<file path="src/rtl/wavhp_pkg.sv">
`timescale 1ns / 1ps
// shared types and constants of the wav header parser
// no dependencies; used by all rtl modules

package wavhp_pkg;

  // tags as little-endian words
  localparam logic [31:0] TAG_RIFF = 32'h4646_4952;
  localparam logic [31:0] TAG_WAVE = 32'h4556_4157;
  localparam logic [31:0] TAG_FMT  = 32'h2074_6D66;
  localparam logic [31:0] TAG_DATA = 32'h6174_6164;

  localparam logic [31:0] FMT_BYTES  = 32'd16;
  localparam logic [15:0] BITS_16    = 16'd16;

  // divider steps, one quotient bit each
  localparam int DIV_STEPS = 31;
  localparam int DIV_CW    = $clog2(DIV_STEPS + 1);

  // result kinds
  localparam logic [1:0] KIND_FORMAT = 2'd0;
  localparam logic [1:0] KIND_SAMPLE = 2'd1;
  localparam logic [1:0] KIND_STATUS = 2'd2;

  // status codes
  localparam logic [2:0] ST_OK       = 3'd0;
  localparam logic [2:0] ST_BAD_TAG  = 3'd1;
  localparam logic [2:0] ST_NO_FMT   = 3'd2;
  localparam logic [2:0] ST_NOT_16   = 3'd3;
  localparam logic [2:0] ST_NO_DATA  = 3'd4;
  localparam logic [2:0] ST_SHORT    = 3'd5;

  // result descriptor pushed by the controller
  typedef struct packed {
    logic [1:0] kind;
    logic [2:0] status;
    logic       last;
  } desc_t;

  // queued result slot
  typedef struct packed {
    desc_t       desc;
    logic [15:0] sample;
  } slot_t;

  // controller to datapath commands
  typedef struct packed {
    logic       shift_en;
    logic       load_chunk;
    logic       load_data;
    logic       load_skip_word;
    logic       load_skip_extra;
    logic       dec_skip;
    logic       dec_data;
    logic       fmt_wr;
    logic [3:0] fmt_idx;
    logic       low_wr;
    logic       div_start;
    logic       push_a;
    desc_t      desc_a;
    logic       push_b;
    desc_t      desc_b;
  } cmd_t;

  // datapath to controller status
  typedef struct packed {
    logic is_riff;
    logic is_wave;
    logic is_fmt;
    logic is_data;
    logic word_zero;
    logic skip_last;
    logic data_last;
    logic chunk_gt16;
    logic bits16;
    logic bits_now16;
    logic q_empty;
    logic div_busy;
  } sts_t;

endpackage

</file>
<file path="src/rtl/wavhp_div.sv">
`timescale 1ns / 1ps
// iterative restoring divider for the frame count, one quotient bit a cycle
// depends on wavhp_pkg

module wavhp_div (
  input  logic        clk,
  input  logic        rst_n,
  input  logic        start,
  input  logic [30:0] dividend,
  input  logic [15:0] divisor,
  output logic        busy,
  output logic [30:0] quotient
);

  logic [wavhp_pkg::DIV_CW-1:0] cnt_r;
  logic [15:0] rem_r;
  logic [30:0] quo_r;
  logic [15:0] dsr_r;
  logic [16:0] trial;
  logic [17:0] diff;

  // trial subtraction of the divisor from the shifted remainder
  always_comb begin
    trial = {rem_r, quo_r[30]};
    diff  = {1'b0, trial} - {2'b00, dsr_r};
  end

  // step counter
  always_ff @(posedge clk) begin
    if (!rst_n) begin
      cnt_r <= '0;
    end else if (start) begin
      cnt_r <= wavhp_pkg::DIV_CW'(wavhp_pkg::DIV_STEPS);
    end else if (cnt_r != '0) begin
      cnt_r <= cnt_r - 1'b1;
    end
  end

  // remainder and quotient shift
  always_ff @(posedge clk) begin
    if (start) begin
      rem_r <= '0;
      quo_r <= dividend;
      dsr_r <= divisor;
    end else if (cnt_r != '0) begin
      if (!diff[17]) begin
        rem_r <= diff[15:0];
        quo_r <= {quo_r[29:0], 1'b1};
      end else begin
        rem_r <= trial[15:0];
        quo_r <= {quo_r[29:0], 1'b0};
      end
    end
  end

  assign busy     = (cnt_r != '0);
  assign quotient = (dsr_r == 16'd0) ? 31'd0 : quo_r;

endmodule

</file>
<file path="src/rtl/wavhp_datapath.sv">
`timescale 1ns / 1ps
// datapath: word shifter, chunk counters, fmt field holds, result queue
// depends on wavhp_pkg and wavhp_div

module wavhp_datapath (
  input  logic                 clk,
  input  logic                 rst_n,
  input  logic [7:0]           data_byte,
  input  wavhp_pkg::cmd_t      cmd,
  output wavhp_pkg::sts_t      sts,
  output logic                 out_valid,
  input  logic                 out_ready,
  output logic [1:0]           out_result_kind,
  output logic [2:0]           out_status_code,
  output logic [15:0]          out_audio_format,
  output logic [15:0]          out_channel_count,
  output logic [31:0]          out_sample_rate,
  output logic [31:0]          out_byte_rate,
  output logic [15:0]          out_block_align,
  output logic [15:0]          out_sample_bits,
  output logic [31:0]          out_data_length,
  output logic [30:0]          out_frame_count,
  output logic signed [15:0]   out_sample_value,
  output logic                 out_last_result
);

  logic [31:0] tag_r;
  logic [31:0] chunk_r;
  logic [31:0] skip_r;
  logic [31:0] data_r;
  logic [7:0]  low_r;
  logic [15:0] fmt_r;
  logic [15:0] chan_r;
  logic [31:0] rate_r;
  logic [31:0] brate_r;
  logic [15:0] align_r;
  logic [15:0] bits_r;
  logic [31:0] new_word;

  wavhp_pkg::slot_t q0_r, q1_r;
  wavhp_pkg::slot_t slot_a, slot_b;
  logic [1:0] q_cnt_r;
  logic       pop;
  logic       div_busy;
  logic [30:0] div_quo;

  // little-endian word with the current byte on top
  assign new_word = {data_byte, tag_r[31:8]};

  // status toward the controller
  always_comb begin
    sts.is_riff    = (new_word == wavhp_pkg::TAG_RIFF);
    sts.is_wave    = (new_word == wavhp_pkg::TAG_WAVE);
    sts.is_fmt     = (new_word == wavhp_pkg::TAG_FMT);
    sts.is_data    = (new_word == wavhp_pkg::TAG_DATA);
    sts.word_zero  = (new_word == 32'd0);
    sts.skip_last  = (skip_r == 32'd1);
    sts.data_last  = (data_r == 32'd1);
    sts.chunk_gt16 = (chunk_r > wavhp_pkg::FMT_BYTES);
    sts.bits16     = (bits_r == wavhp_pkg::BITS_16);
    sts.bits_now16 = ({data_byte, bits_r[7:0]} == wavhp_pkg::BITS_16);
    sts.q_empty    = (q_cnt_r == 2'd0);
    sts.div_busy   = div_busy;
  end

  // word shifter, counters and length registers
  always_ff @(posedge clk) begin
    if (cmd.shift_en) tag_r <= new_word;
    if (cmd.load_chunk) chunk_r <= new_word;
    if (cmd.load_data) begin
      data_r <= new_word;
    end else if (cmd.dec_data) begin
      data_r <= data_r - 32'd1;
    end
    if (cmd.load_skip_word) begin
      skip_r <= new_word;
    end else if (cmd.load_skip_extra) begin
      skip_r <= chunk_r - wavhp_pkg::FMT_BYTES;
    end else if (cmd.dec_skip) begin
      skip_r <= skip_r - 32'd1;
    end
    if (cmd.low_wr) low_r <= data_byte;
  end

  // fmt field capture, each byte written once per file
  always_ff @(posedge clk) begin
    if (cmd.fmt_wr) begin
      case (cmd.fmt_idx) inside
        4'd0, 4'd1:             fmt_r[{cmd.fmt_idx[0], 3'b000} +: 8] <= data_byte;
        4'd2, 4'd3:             chan_r[{cmd.fmt_idx[0], 3'b000} +: 8] <= data_byte;
        [4'd4:4'd7]:            rate_r[{cmd.fmt_idx[1:0], 3'b000} +: 8] <= data_byte;
        [4'd8:4'd11]:           brate_r[{cmd.fmt_idx[1:0], 3'b000} +: 8] <= data_byte;
        4'd12, 4'd13:           align_r[{cmd.fmt_idx[0], 3'b000} +: 8] <= data_byte;
        default:                bits_r[{cmd.fmt_idx[0], 3'b000} +: 8] <= data_byte;
      endcase
    end
  end

  // frame count divider
  wavhp_div u_div (
    .clk      (clk),
    .rst_n    (rst_n),
    .start    (cmd.div_start),
    .dividend (new_word[31:1]),
    .divisor  (chan_r),
    .busy     (div_busy),
    .quotient (div_quo)
  );

  // slots built from the pushed descriptors
  always_comb begin
    slot_a.desc   = cmd.desc_a;
    slot_a.sample = (cmd.desc_a.kind == wavhp_pkg::KIND_SAMPLE) ?
                    {data_byte, low_r} : 16'd0;
    slot_b.desc   = cmd.desc_b;
    slot_b.sample = 16'd0;
  end

  // two-slot result queue, filled only when empty
  always_ff @(posedge clk) begin
    if (!rst_n) begin
      q_cnt_r <= 2'd0;
    end else if (cmd.push_a || cmd.push_b) begin
      q_cnt_r <= {1'b0, cmd.push_a} + {1'b0, cmd.push_b};
    end else if (pop) begin
      q_cnt_r <= q_cnt_r - 2'd1;
    end
  end

  always_ff @(posedge clk) begin
    if (cmd.push_a) begin
      q0_r <= slot_a;
      q1_r <= slot_b;
    end else if (cmd.push_b) begin
      q0_r <= slot_b;
    end else if (pop) begin
      q0_r <= q1_r;
    end
  end

  // head of queue drives the result channel; format waits for the divide
  assign out_valid = (q_cnt_r != 2'd0) &&
                     !((q0_r.desc.kind == wavhp_pkg::KIND_FORMAT) && div_busy);
  assign pop       = out_valid && out_ready;

  always_comb begin
    logic is_fmt_res;
    is_fmt_res        = (q0_r.desc.kind == wavhp_pkg::KIND_FORMAT);
    out_result_kind   = q0_r.desc.kind;
    out_status_code   = q0_r.desc.status;
    out_last_result   = q0_r.desc.last;
    out_sample_value  = q0_r.sample;
    out_audio_format  = is_fmt_res ? fmt_r   : 16'd0;
    out_channel_count = is_fmt_res ? chan_r  : 16'd0;
    out_sample_rate   = is_fmt_res ? rate_r  : 32'd0;
    out_byte_rate     = is_fmt_res ? brate_r : 32'd0;
    out_block_align   = is_fmt_res ? align_r : 16'd0;
    out_sample_bits   = is_fmt_res ? bits_r  : 16'd0;
    out_data_length   = is_fmt_res ? chunk_r : 32'd0;
    out_frame_count   = is_fmt_res ? div_quo : 31'd0;
  end

  // queue never overfills
  a_q_bound: assert property (@(posedge clk) disable iff (!rst_n)
    q_cnt_r != 2'd3)
    else $error("result queue count out of range");

  // pushes land only in an empty queue
  a_push_empty: assert property (@(posedge clk) disable iff (!rst_n)
    (cmd.push_a || cmd.push_b) |-> (q_cnt_r == 2'd0))
    else $error("push into non-empty queue");

  // a divide is never restarted while running
  a_div_start: assert property (@(posedge clk) disable iff (!rst_n)
    cmd.div_start |-> !div_busy)
    else $error("divider restarted while busy");

  // a started divide runs before the format item can leave
  a_div_runs: assert property (@(posedge clk) disable iff (!rst_n)
    cmd.div_start |=> (div_busy && !out_valid))
    else $error("format item shown before divide done");

endmodule

</file>
<file path="src/rtl/wavhp_ctrl.sv">
`timescale 1ns / 1ps
// controller: parse phase state machine and byte counter
// depends on wavhp_pkg; drives commands to wavhp_datapath

module wavhp_ctrl (
  input  logic            clk,
  input  logic            rst_n,
  input  logic            in_valid,
  output logic            in_ready,
  input  logic            in_end_of_file,
  input  wavhp_pkg::sts_t sts,
  output wavhp_pkg::cmd_t cmd
);

  typedef enum logic [3:0] {
    PH_RIFF, PH_RSIZE, PH_WAVE, PH_FID, PH_FSKIPLEN, PH_FMTLEN, PH_FSKIP,
    PH_FMT, PH_FEXTRA, PH_DID, PH_DSKIPLEN, PH_DATALEN, PH_DSKIP, PH_DATA,
    PH_DONE
  } phase_t;

  phase_t     phase_r, phase_nxt, ph_step;
  logic [3:0] cnt_r, cnt_nxt, cnt_step;
  logic       fire;
  logic       word_done;

  assign in_ready  = sts.q_empty && !sts.div_busy;
  assign fire      = in_valid && in_ready;
  assign word_done = (cnt_r == 4'd3);

  // per-byte phase step and commands
  always_comb begin
    wavhp_pkg::desc_t eof_desc;
    ph_step  = phase_r;
    cnt_step = cnt_r;
    cmd      = '0;
    eof_desc = '0;

    unique case (phase_r)
      PH_RIFF, PH_WAVE, PH_RSIZE, PH_FID, PH_DID, PH_FSKIPLEN, PH_DSKIPLEN,
      PH_FMTLEN, PH_DATALEN: begin
        cmd.shift_en = 1'b1;
        cnt_step     = word_done ? 4'd0 : cnt_r + 4'd1;
        if (word_done) begin
          unique case (phase_r)
            PH_RIFF: begin
              if (sts.is_riff) begin
                ph_step = PH_RSIZE;
              end else begin
                ph_step    = PH_DONE;
                cmd.push_a = 1'b1;
                cmd.desc_a = '{kind: wavhp_pkg::KIND_STATUS,
                               status: wavhp_pkg::ST_BAD_TAG, last: 1'b1};
              end
            end
            PH_WAVE: begin
              if (sts.is_wave) begin
                ph_step = PH_FID;
              end else begin
                ph_step    = PH_DONE;
                cmd.push_a = 1'b1;
                cmd.desc_a = '{kind: wavhp_pkg::KIND_STATUS,
                               status: wavhp_pkg::ST_BAD_TAG, last: 1'b1};
              end
            end
            PH_RSIZE: ph_step = PH_WAVE;
            PH_FID:   ph_step = sts.is_fmt ? PH_FMTLEN : PH_FSKIPLEN;
            PH_DID:   ph_step = sts.is_data ? PH_DATALEN : PH_DSKIPLEN;
            PH_FSKIPLEN: begin
              cmd.load_skip_word = 1'b1;
              ph_step = sts.word_zero ? PH_FID : PH_FSKIP;
            end
            PH_DSKIPLEN: begin
              cmd.load_skip_word = 1'b1;
              ph_step = sts.word_zero ? PH_DID : PH_DSKIP;
            end
            PH_FMTLEN: begin
              cmd.load_chunk = 1'b1;
              ph_step        = PH_FMT;
            end
            default: begin
              // data length word
              cmd.load_chunk = 1'b1;
              cmd.load_data  = 1'b1;
              cmd.div_start  = 1'b1;
              cmd.push_a     = 1'b1;
              cmd.desc_a     = '{kind: wavhp_pkg::KIND_FORMAT,
                                 status: wavhp_pkg::ST_OK, last: sts.word_zero};
              ph_step        = sts.word_zero ? PH_DONE : PH_DATA;
            end
          endcase
        end
      end
      PH_FSKIP, PH_DSKIP: begin
        cmd.dec_skip = 1'b1;
        if (sts.skip_last) ph_step = (phase_r == PH_FSKIP) ? PH_FID : PH_DID;
      end
      PH_FMT: begin
        cmd.fmt_wr  = 1'b1;
        cmd.fmt_idx = cnt_r;
        cnt_step    = cnt_r + 4'd1;
        if (cnt_r == 4'd15) begin
          cnt_step = 4'd0;
          if (sts.chunk_gt16) begin
            cmd.load_skip_extra = 1'b1;
            ph_step             = PH_FEXTRA;
          end else if (sts.bits_now16) begin
            ph_step = PH_DID;
          end else begin
            ph_step    = PH_DONE;
            cmd.push_a = 1'b1;
            cmd.desc_a = '{kind: wavhp_pkg::KIND_STATUS,
                           status: wavhp_pkg::ST_NOT_16, last: 1'b1};
          end
        end
      end
      PH_FEXTRA: begin
        cmd.dec_skip = 1'b1;
        if (sts.skip_last) begin
          if (sts.bits16) begin
            ph_step = PH_DID;
          end else begin
            ph_step    = PH_DONE;
            cmd.push_a = 1'b1;
            cmd.desc_a = '{kind: wavhp_pkg::KIND_STATUS,
                           status: wavhp_pkg::ST_NOT_16, last: 1'b1};
          end
        end
      end
      PH_DATA: begin
        cmd.dec_data = 1'b1;
        if (!cnt_r[0]) begin
          // low byte of a sample; a lone trailing byte is dropped
          cmd.low_wr = 1'b1;
          cnt_step   = 4'd1;
          if (sts.data_last) begin
            ph_step    = PH_DONE;
            cmd.push_a = 1'b1;
            cmd.desc_a = '{kind: wavhp_pkg::KIND_STATUS,
                           status: wavhp_pkg::ST_OK, last: 1'b1};
          end
        end else begin
          cnt_step   = 4'd0;
          cmd.push_a = 1'b1;
          cmd.desc_a = '{kind: wavhp_pkg::KIND_SAMPLE,
                         status: wavhp_pkg::ST_OK, last: sts.data_last};
          if (sts.data_last) ph_step = PH_DONE;
        end
      end
      default: begin
        // done: bytes ignored until end of file
      end
    endcase

    // early end of file status
    eof_desc.kind = wavhp_pkg::KIND_STATUS;
    eof_desc.last = 1'b1;
    unique case (ph_step)
      PH_RIFF, PH_RSIZE, PH_WAVE: eof_desc.status = wavhp_pkg::ST_BAD_TAG;
      PH_FID, PH_FSKIPLEN, PH_FMTLEN, PH_FSKIP, PH_FMT, PH_FEXTRA:
        eof_desc.status = wavhp_pkg::ST_NO_FMT;
      PH_DID, PH_DSKIPLEN, PH_DATALEN, PH_DSKIP:
        eof_desc.status = wavhp_pkg::ST_NO_DATA;
      default: eof_desc.status = wavhp_pkg::ST_SHORT;
    endcase
    cmd.desc_b = eof_desc;
    cmd.push_b = in_end_of_file && (ph_step != PH_DONE);

    // everything is gated by the input handshake
    if (!fire) cmd = '0;
  end

  // next state, end of file returns to the start
  always_comb begin
    phase_nxt = phase_r;
    cnt_nxt   = cnt_r;
    if (fire) begin
      if (in_end_of_file) begin
        phase_nxt = PH_RIFF;
        cnt_nxt   = 4'd0;
      end else begin
        phase_nxt = ph_step;
        cnt_nxt   = cnt_step;
      end
    end
  end

  // state register
  always_ff @(posedge clk) begin
    if (!rst_n) begin
      phase_r <= PH_RIFF;
      cnt_r   <= 4'd0;
    end else begin
      phase_r <= phase_nxt;
      cnt_r   <= cnt_nxt;
    end
  end

  // word and sample counters stay in range for their phase
  a_cnt_word: assert property (@(posedge clk) disable iff (!rst_n)
    (phase_r != PH_FMT) |-> (cnt_r <= 4'd3))
    else $error("byte counter out of range");

  // commands only on an accepted item
  a_cmd_fire: assert property (@(posedge clk) disable iff (!rst_n)
    (cmd.push_a || cmd.push_b || cmd.shift_en || cmd.dec_data) |-> fire)
    else $error("command without accepted item");

  // end of file always returns to the tag search
  a_eof_restart: assert property (@(posedge clk) disable iff (!rst_n)
    (fire && in_end_of_file) |=> (phase_r == PH_RIFF && cnt_r == 4'd0))
    else $error("no restart after end of file");

endmodule

</file>
<file path="src/rtl/wav_header_parser.sv">
`timescale 1ns / 1ps
// top level of the byte-serial wav header parser
// depends on wavhp_pkg, wavhp_ctrl, wavhp_datapath (with wavhp_div)
//
//  channel | handshake              | payload
//  input   | in_valid / in_ready    | in_data_byte, in_end_of_file
//  result  | out_valid / out_ready  | out_result_kind .. out_last_result
//
// one byte is taken per cycle while no result is waiting; a byte that
// causes results is followed by no byte until all its results are taken.
// the format item waits in the frame-count divider (one quotient bit per
// cycle) and no byte is taken meanwhile.
// rst_n is synchronous; an output stall holds the queued items and in_ready.

module wav_header_parser (
  input  logic                clk,
  input  logic                rst_n,
  input  logic                in_valid,
  output logic                in_ready,
  input  logic [7:0]          in_data_byte,
  input  logic                in_end_of_file,
  output logic                out_valid,
  input  logic                out_ready,
  output logic [1:0]          out_result_kind,
  output logic [2:0]          out_status_code,
  output logic [15:0]         out_audio_format,
  output logic [15:0]         out_channel_count,
  output logic [31:0]         out_sample_rate,
  output logic [31:0]         out_byte_rate,
  output logic [15:0]         out_block_align,
  output logic [15:0]         out_sample_bits,
  output logic [31:0]         out_data_length,
  output logic [30:0]         out_frame_count,
  output logic signed [15:0]  out_sample_value,
  output logic                out_last_result
);

  wavhp_pkg::cmd_t cmd;
  wavhp_pkg::sts_t sts;

  // phase controller
  wavhp_ctrl u_ctrl (
    .clk            (clk),
    .rst_n          (rst_n),
    .in_valid       (in_valid),
    .in_ready       (in_ready),
    .in_end_of_file (in_end_of_file),
    .sts            (sts),
    .cmd            (cmd)
  );

  // datapath and result queue
  wavhp_datapath u_dp (
    .clk               (clk),
    .rst_n             (rst_n),
    .data_byte         (in_data_byte),
    .cmd               (cmd),
    .sts               (sts),
    .out_valid         (out_valid),
    .out_ready         (out_ready),
    .out_result_kind   (out_result_kind),
    .out_status_code   (out_status_code),
    .out_audio_format  (out_audio_format),
    .out_channel_count (out_channel_count),
    .out_sample_rate   (out_sample_rate),
    .out_byte_rate     (out_byte_rate),
    .out_block_align   (out_block_align),
    .out_sample_bits   (out_sample_bits),
    .out_data_length   (out_data_length),
    .out_frame_count   (out_frame_count),
    .out_sample_value  (out_sample_value),
    .out_last_result   (out_last_result)
  );

endmodule

</file>
<file path="config.mk">
export PLATFORM = sky130hd
export DESIGN_NAME = wav_header_parser
export DESIGN_NICKNAME = d
export VERILOG_FILES = /design/src/rtl/wavhp_pkg.sv /design/src/rtl/wavhp_div.sv /design/src/rtl/wavhp_datapath.sv /design/src/rtl/wavhp_ctrl.sv /design/src/rtl/wav_header_parser.sv
export SDC_FILE = /design/constraint.sdc
export NUM_CORES = 1
export LEC_CHECK = 0
export BUFFER_PORTS_ARGS = -buffer_cell sky130_fd_sc_hd__buf_2
export CORE_ASPECT_RATIO = 0.5
export CORE_MARGIN = 3
export CORE_UTILIZATION = 53
export DETAILED_ROUTE_END_ITERATION = 10
export HOLD_SLACK_MARGIN = 0.15
export PLACE_DENSITY = 0.77
export SLEW_MARGIN = 20
export SYNTH_ARGS = -nofsm -noshare
export SYNTH_HDL_FRONTEND = slang
export SYNTH_SLANG_ARGS = --single-unit
</file>
<file path="constraint.sdc">
create_clock -name clk -period 5.3 [get_ports clk]
set_input_delay 0.265 -clock clk [delete_from_list [all_inputs] [get_ports clk]]
set_output_delay 0.265 -clock clk [all_outputs]
set_load 0.01 [all_outputs]
</file>
# Yosys cells after proc, flatten, opt, wreduce, memory -nomap -nowiden
# Memories as Yosys holds them, arrays and structs flattened.
# Cells that the tools add are included.
[classes]
shift = 4
n_addsub = 10
reduce_logical = 42
bitwise = 5
n_div = 0
muxes = 83
eq_ne = 30
mul = 0
order_cmp = 5
[ops]
columns = ["cell", "n"]
rows = [
  ["$mux W32", 8],
  ["$mux W31", 4],
  ["$eq A32 B31 Y1 const B", 3],
  ["$mux W16", 6],
  ["$mux W22", 3],
  ["$bwmux W16", 4],
  ["$bwmux W32", 2],
  ["$eq A32 B1 Y1 const B", 2],
  ["$sub A32 B1 Y32 const B", 2],
  ["$mux W7", 9],
  ["$mux W4", 13],
  ["$eq A4 B4 Y1 const B", 9],
  ["$eq A16 B5 Y1 const B", 2],
  ["$eq A32 B30 Y1 const B", 1],
  ["$gt A32 B5 Y1 const B", 1],
  ["$logic_not A32 Y1", 1],
  ["$pmux W4 S8", 1],
  ["$shift A8 B7 Y32 const A", 1],
  ["$shiftx A8 B7 Y32", 1],
  ["$sub A32 B5 Y32 const B", 1],
  ["$mux W28", 1],
  ["$pmux W7 S4", 1],
  ["$pmux W7 S3", 1],
  ["$eq A4 B2 Y1 const B", 5],
  ["46 further kinds", 97],
]
[totals]
romBits = 48
output_inout_bits = 215
ram_bits = 0
reg_bits = 370
mem_count = 1
latchBits = 0
[memory_table]
columns = ["memory", "words", "word_bits", "rd", "rd_ports_with_merged_regs", "write_ports", "line", "text"]
rows = [
  ["(name not given)", 16, 3, 1, 0, 0, "wavhp_ctrl.sv:157", "unique case (ph_step)"],
]

# Longest topological paths before layout
[logic_depth]
word_depth = 12
mapped_depth = 15
ltp_nobuf = 14

# Hierarchy
# Synthesis repeated with hierarchy kept, for this count alone.
[hier_totals]
cells_unflattened = 1749
hier_area_um2 = 19173.4
[by_module_without_submodules]
columns = ["module", "seq_area_each_um2", "n_inst", "area_each_um2", "cells_each"]
rows = [
  ["wavhp_datapath", 8568.2, 1, 13945.9, 1191],
  ["wavhp_div", 1831.8, 1, 3940.0, 364],
  ["wavhp_ctrl", 160.2, 1, 1287.5, 194],
]

# Least setup slack after synthesis
# OpenSTA, ideal clock, no wires.
[synth_timing]
path_kind = "register to register"
from = "register u_ctrl.phase_r[3]"
to = "register u_dp.data_r[0] (data pin)"
t_arrival_ns = 5.435
period_less_slack_ns = 5.702
path_slack_ns = -0.402
setup_time_ns = 0.267
path_buffers = 4
path_stages_with_launch = 10
required_time_ns = 5.033
path_cell_list = "dfxtp_1 clkbuf_1 clkbuf_1 clkbuf_1 a21oi_1 nor4_1 nand2_1 clkbuf_1 nor2_1 a21oi_1"
[synth_between]
elab_chain_cells = 7
elab_cells_between_ends = 16
cone_classes = "8 x eq/ne; 5 x mux; 3 x reduce/logical"
[synth_rtl]
columns = ["item", "line", "text"]
rows = [
  ["start, declared", "wavhp_ctrl.sv:21", "phase_t phase_r, phase_nxt, ph_step;"],
  ["start signal, assigned", "wavhp_ctrl.sv:193", "phase_r <= phase_nxt;"],
  ["$eq A4 B2 Y1 (tied with other cells)", "wavhp_ctrl.sv:38, wavhp_ctrl.sv:44", ""],
  ["$reduce_or A8 Y1 (no line)", "n/a", ""],
  ["$mux W1", "wavhp_ctrl.sv:44", "unique case (phase_r)"],
  ["$mux W3", "wavhp_ctrl.sv:43", "if (word_done) begin"],
  ["$mux W4 (*)", "wavhp_ctrl.sv:38", "unique case (phase_r)"],
  ["$mux W28 (*)", "wavhp_ctrl.sv:169", "if (!fire) cmd = '0;"],
  ["$mux W32 (*)", "wavhp_datapath.sv:70", "if (cmd.load_data) begin"],
  ["end signal, assigned", "wavhp_datapath.sv:71", "data_r <= new_word;"],
  ["end signal, assigned", "wavhp_datapath.sv:73", "data_r <= data_r - 32'd1;"],
  ["end, declared", "wavhp_datapath.sv:30", "logic [31:0] data_r;"],
]
# Every way passes the cells marked *; elsewhere a longest branch is shown, timed or not.
# A chain may end at the register's enable or synchronous reset.

# Worst setup path after layout
[layout_timing]
from = "register u_dp.tag_r[17]"
to = "register u_dp.q0_r (netlist bit u_dp.out_result_kind[1]), enable pin"
[layout_between]
elab_chain_cells = 9
elab_cells_between_ends = 24
cone_classes = "5 x eq/ne; 16 x mux; 3 x reduce/logical"
[layout_rtl]
columns = ["item", "line", "text"]
rows = [
  ["start, declared", "wavhp_datapath.sv:27", "logic [31:0] tag_r;"],
  ["start signal, assigned", "wavhp_datapath.sv:68", "if (cmd.shift_en) tag_r <= new_word;"],
  ["$eq A32 B31 Y1 (tied with other cells)", "wavhp_datapath.sv:55", "sts.is_data = (new_word == wavhp_pkg::TAG_DATA);"],
  ["$mux W1 (tied with other cells)", "wavhp_ctrl.sv:67", "PH_DID: ph_step = sts.is_data ? PH_DATALEN : PH_DSKIPLEN;"],
  ["$pmux W4 S8", "wavhp_ctrl.sv:44", ""],
  ["$mux W4", "wavhp_ctrl.sv:43", ""],
  ["$pmux W4 S5", "wavhp_ctrl.sv:38", ""],
  ["$ne A4 B4 Y1", "wavhp_ctrl.sv:166", "cmd.push_b = in_end_of_file && (ph_step != PH_DONE);"],
  ["$logic_and A1 B1 Y1", "wavhp_ctrl.sv:166", ""],
  ["$mux W28 (*)", "wavhp_ctrl.sv:169", ""],
  ["$reduce_bool A3 Y1 (no line) (*)", "n/a", ""],
  ["end signal, assigned", "wavhp_datapath.sv:132", "q0_r <= slot_a;"],
  ["end signal, assigned", "wavhp_datapath.sv:135", "q0_r <= slot_b;"],
  ["end signal, assigned", "wavhp_datapath.sv:137", "q0_r <= q1_r;"],
  ["end, declared", "wavhp_datapath.sv:40", "wavhp_pkg::slot_t q0_r, q1_r;"],
]
# Marked as above.

==> metrics <==
status complete, no violations; Final Cycle Share 84.7%; Final min period 4.49 ns; final setup vio count 0; Ports 228; vias in the first global route 13.0k; worst hold slack 0.200 ns; Final Max Slew Viols 0; clock-pin slew on the worst setup and hold paths 0.07 ns; Syn Inst Count 1689; Num CTS Buffers 31; CTS Buffer Depth 3; hold depth 5; top cells by area, synth edfxtp_1 (54%), and2_1 (6.4%), nand2_1 (4.7%); maximum vdd drop 0.241 mV; Slowest-stage cell, CP nor4_1; WP buf/inv 2; Hold Startpoint out_ready; synthesis-stage register bit count 360; reg2reg setup slack 0.81 ns; total clock sinks 360; Max-Cap Viols 0; leakage 0.00809 uW; Req. time, crit path 5.50 ns; relative slew slack 26.9%; Area Growth Syn to Fin 14.7%; CTS tree yes; worst setup path category register to register; power per cell area 390 nW/um^2; total gr overflow 0; top-count cell post-synth edfxtp_1; Final Skew 0.0135 ns; Startpoint Class register; die height 137 um; unrepaired setup endpoints after global routing no; CTS Root Cell clkbuf_16; Reg-to-Reg End u_dp.out_result_kind[1]; total track usage 27.3%; CP most frequent cell nor4_1; clock insertion delay at the later pin of the skew report 0.58 ns; row count 47; Hold Path End u_dp.q_cnt_r[0]; hpwl dp 36600 um; setup bufs post-CTS 0; area leader, netlist edfxtp_1; synth cell count leaders edfxtp_1 (329), nand2_1 (228), and2_1 (187); Top FF cell, synth edfxtp_1; First-pass DRT Iterations 6; Routed Wire Length 50600 um; total negative setup slack 0 ns; Crit Path Max Fanout 22; final hold violations 0; Die ar. 36600 um^2; Crit path arrival time 4.69 ns; cell area after layout 20800 um^2; initial antenna violation count 1; vias after detailed routing 14.0k; largest net degree at the start of global routing 108; Post-Syn Area 18200 um^2; antenna-violating nets left 0; Fmax 223 MHz; count of cell types in the netlist 87; CTS H-tree lvls 1; first-pass GRT wire length 76200 um; share of post-route cells with drive strength above 1 18.2%; vias per inst 5.88; Async SR Flop Fraction 0%; Largest stage delay, worst path 0.70 ns; Hold Path Class input pin to register; IO buf count 227; Worst R2R Path Depth 10; crit path capture type register; Residual DRC 0; worst r2r src u_dp.tag_r[17]; Pwr Total 8120 uW; slew at the pin closest to its max-slew limit 1.10 ns; Die X 268 um; Mapped Nets 1736; Nets 1955; core area 33400 um^2; kind of cell adding the most delay to the critical path simple AND/OR/NAND/NOR gates; Placed Area 19800 um^2; initial DRC count 1541; area share of the largest cell type after synthesis 54.4%; worst-path cell chain nor4_1 > nand4_1 > nor3_1 > a2111oi_0 > nor4_1 > inv_1 > a31oi_4 > inv_2 > ha_1 > nand2_1; gpl congestion 0.980; Yosys warnings 0; # fillers 2727; routed len/inst 21.3 um; Syn Area/Cell 10.7 um^2; Seq/Total Area, Yosys 57.8%; number of synthesized flops with an enable pin 329; Final Util 62.3%; initial core utilization 54.3%; n_diodes 0
-- metrics by stage --
stage	worst slack, ns	instances
finish	0.812	2374
global route	0.522	2374
CTS	0.970	2374
detailed placement	0.973	2307
global placement	1.22	2307
floorplan	1.02	1689
-- per-layer routing --
| metal | wire [um] | part of all wire (%) | global-route usage (%) |
|---|---|---|---|
| met1 | 21400 | 42 | 38.1 |
| met2 | 23300 | 46 | 43.5 |
| met3 | 4380 | 8.7 | 5.98 |
| met5 | 0 | 0 | 0 |
| met4 | 1510 | 3.0 | 7.59 |
-- worst max path at each step --
stage | from | to | slack, ns | depth (start not counted)
floorplan | u_dp.u_div.cnt_r[0] | u_dp.skip_r[0] | 1.02 | 7
global placement | u_dp.tag_r[17] | u_dp.out_sample_value[13] | 1.22 | 10
detailed placement | u_dp.tag_r[17] | u_dp.out_sample_value[12] | 0.97 | 10
CTS | u_dp.tag_r[17] | u_dp.out_sample_value[5] | 0.97 | 10
global route | u_dp.tag_r[17] | u_dp.out_sample_value[5] | 0.52 | 10
finish | u_dp.tag_r[17] | u_dp.out_result_kind[1] | 0.81 | 10
-- worst register-to-register path: stages (launching register included) --
cell	delay [ns]
edfxtp_1	0.46
nor4_1	0.62
nand4_1	0.21
nor3_1	0.39
a2111oi_0	0.21
nor4_1	0.70
inv_1	0.28
a31oi_4	0.28
inv_2	0.07
ha_1	0.23
nand2_1	0.66
-- where the power goes --
part	switching (uW)	internal [uW]
Combinational	1280	801
Sequential	276	3550
Clock	1040	1180
-- flip-flops by register name, summed over array words and instances (netlist names), 3 cells and up --
register               cells
u_dp.chan_r               16
u_dp.q1_r                  4
u_dp.u_div.rem_r          16
u_dp.bits_r               16
u_dp.data_r               32
u_ctrl.phase_r             4
u_dp.out_status_code       3
u_dp.chunk_r              32
u_ctrl.cnt_r               4
u_dp.tag_r                24
u_dp.low_r                 8
u_dp.u_div.quo_r          31
u_dp.u_div.cnt_r           5
u_dp.fmt_r                16
u_dp.u_div.dsr_r          16
u_dp.align_r              16
u_dp.brate_r              32
u_dp.rate_r               32
u_dp.skip_r               32
u_dp.out_sample_value     16
-- cells in the final DEF (no fill, tap or decap), drive strengths merged, types with 35 or more instances in the layout --
cell / n
edfxtp: 329
xnor2: 52
nor4: 42
nor3: 56
o21ai: 104
nor2: 115
and2: 190
and3: 35
clkbuf: 36
a21oi: 57
nand2: 228
inv: 66
buf: 252
-- layout make-up --
type	instances	area, um^2	area share [%]
Timing Repair Buffer	261	1410	6.79
Clock inverter	22	169	0.811
Inverter	65	244	1.17
Multi-Input combinational cell	1189	7150	34.3
Tap cell	441	552	2.65
Sequential cell	360	10500	50.4
Clock buffer	36	795	3.82
-- cells by family (layout without fill, tap and decap cells) --
group	after synthesis	after routing	share of synthesized area, %
xor gates and xnor gates	86	86	4.15
AOI/OAI and AO/OA	248	248	8.37
and+or+nand+nor	814	814	23.7
adders and majority gates	34	34	2.38
muxes	7	7	0.393
buffers and inverters	140	384	3.14
DFF	360	360	57.8
-- timing repair --
item / in CTS / in global routing
gates resized for setup: 0 / 0
endpoints found under the hold margin: 36 / 0
hold buffers: 9 / 0
Power figures use the tool's default switching activity.
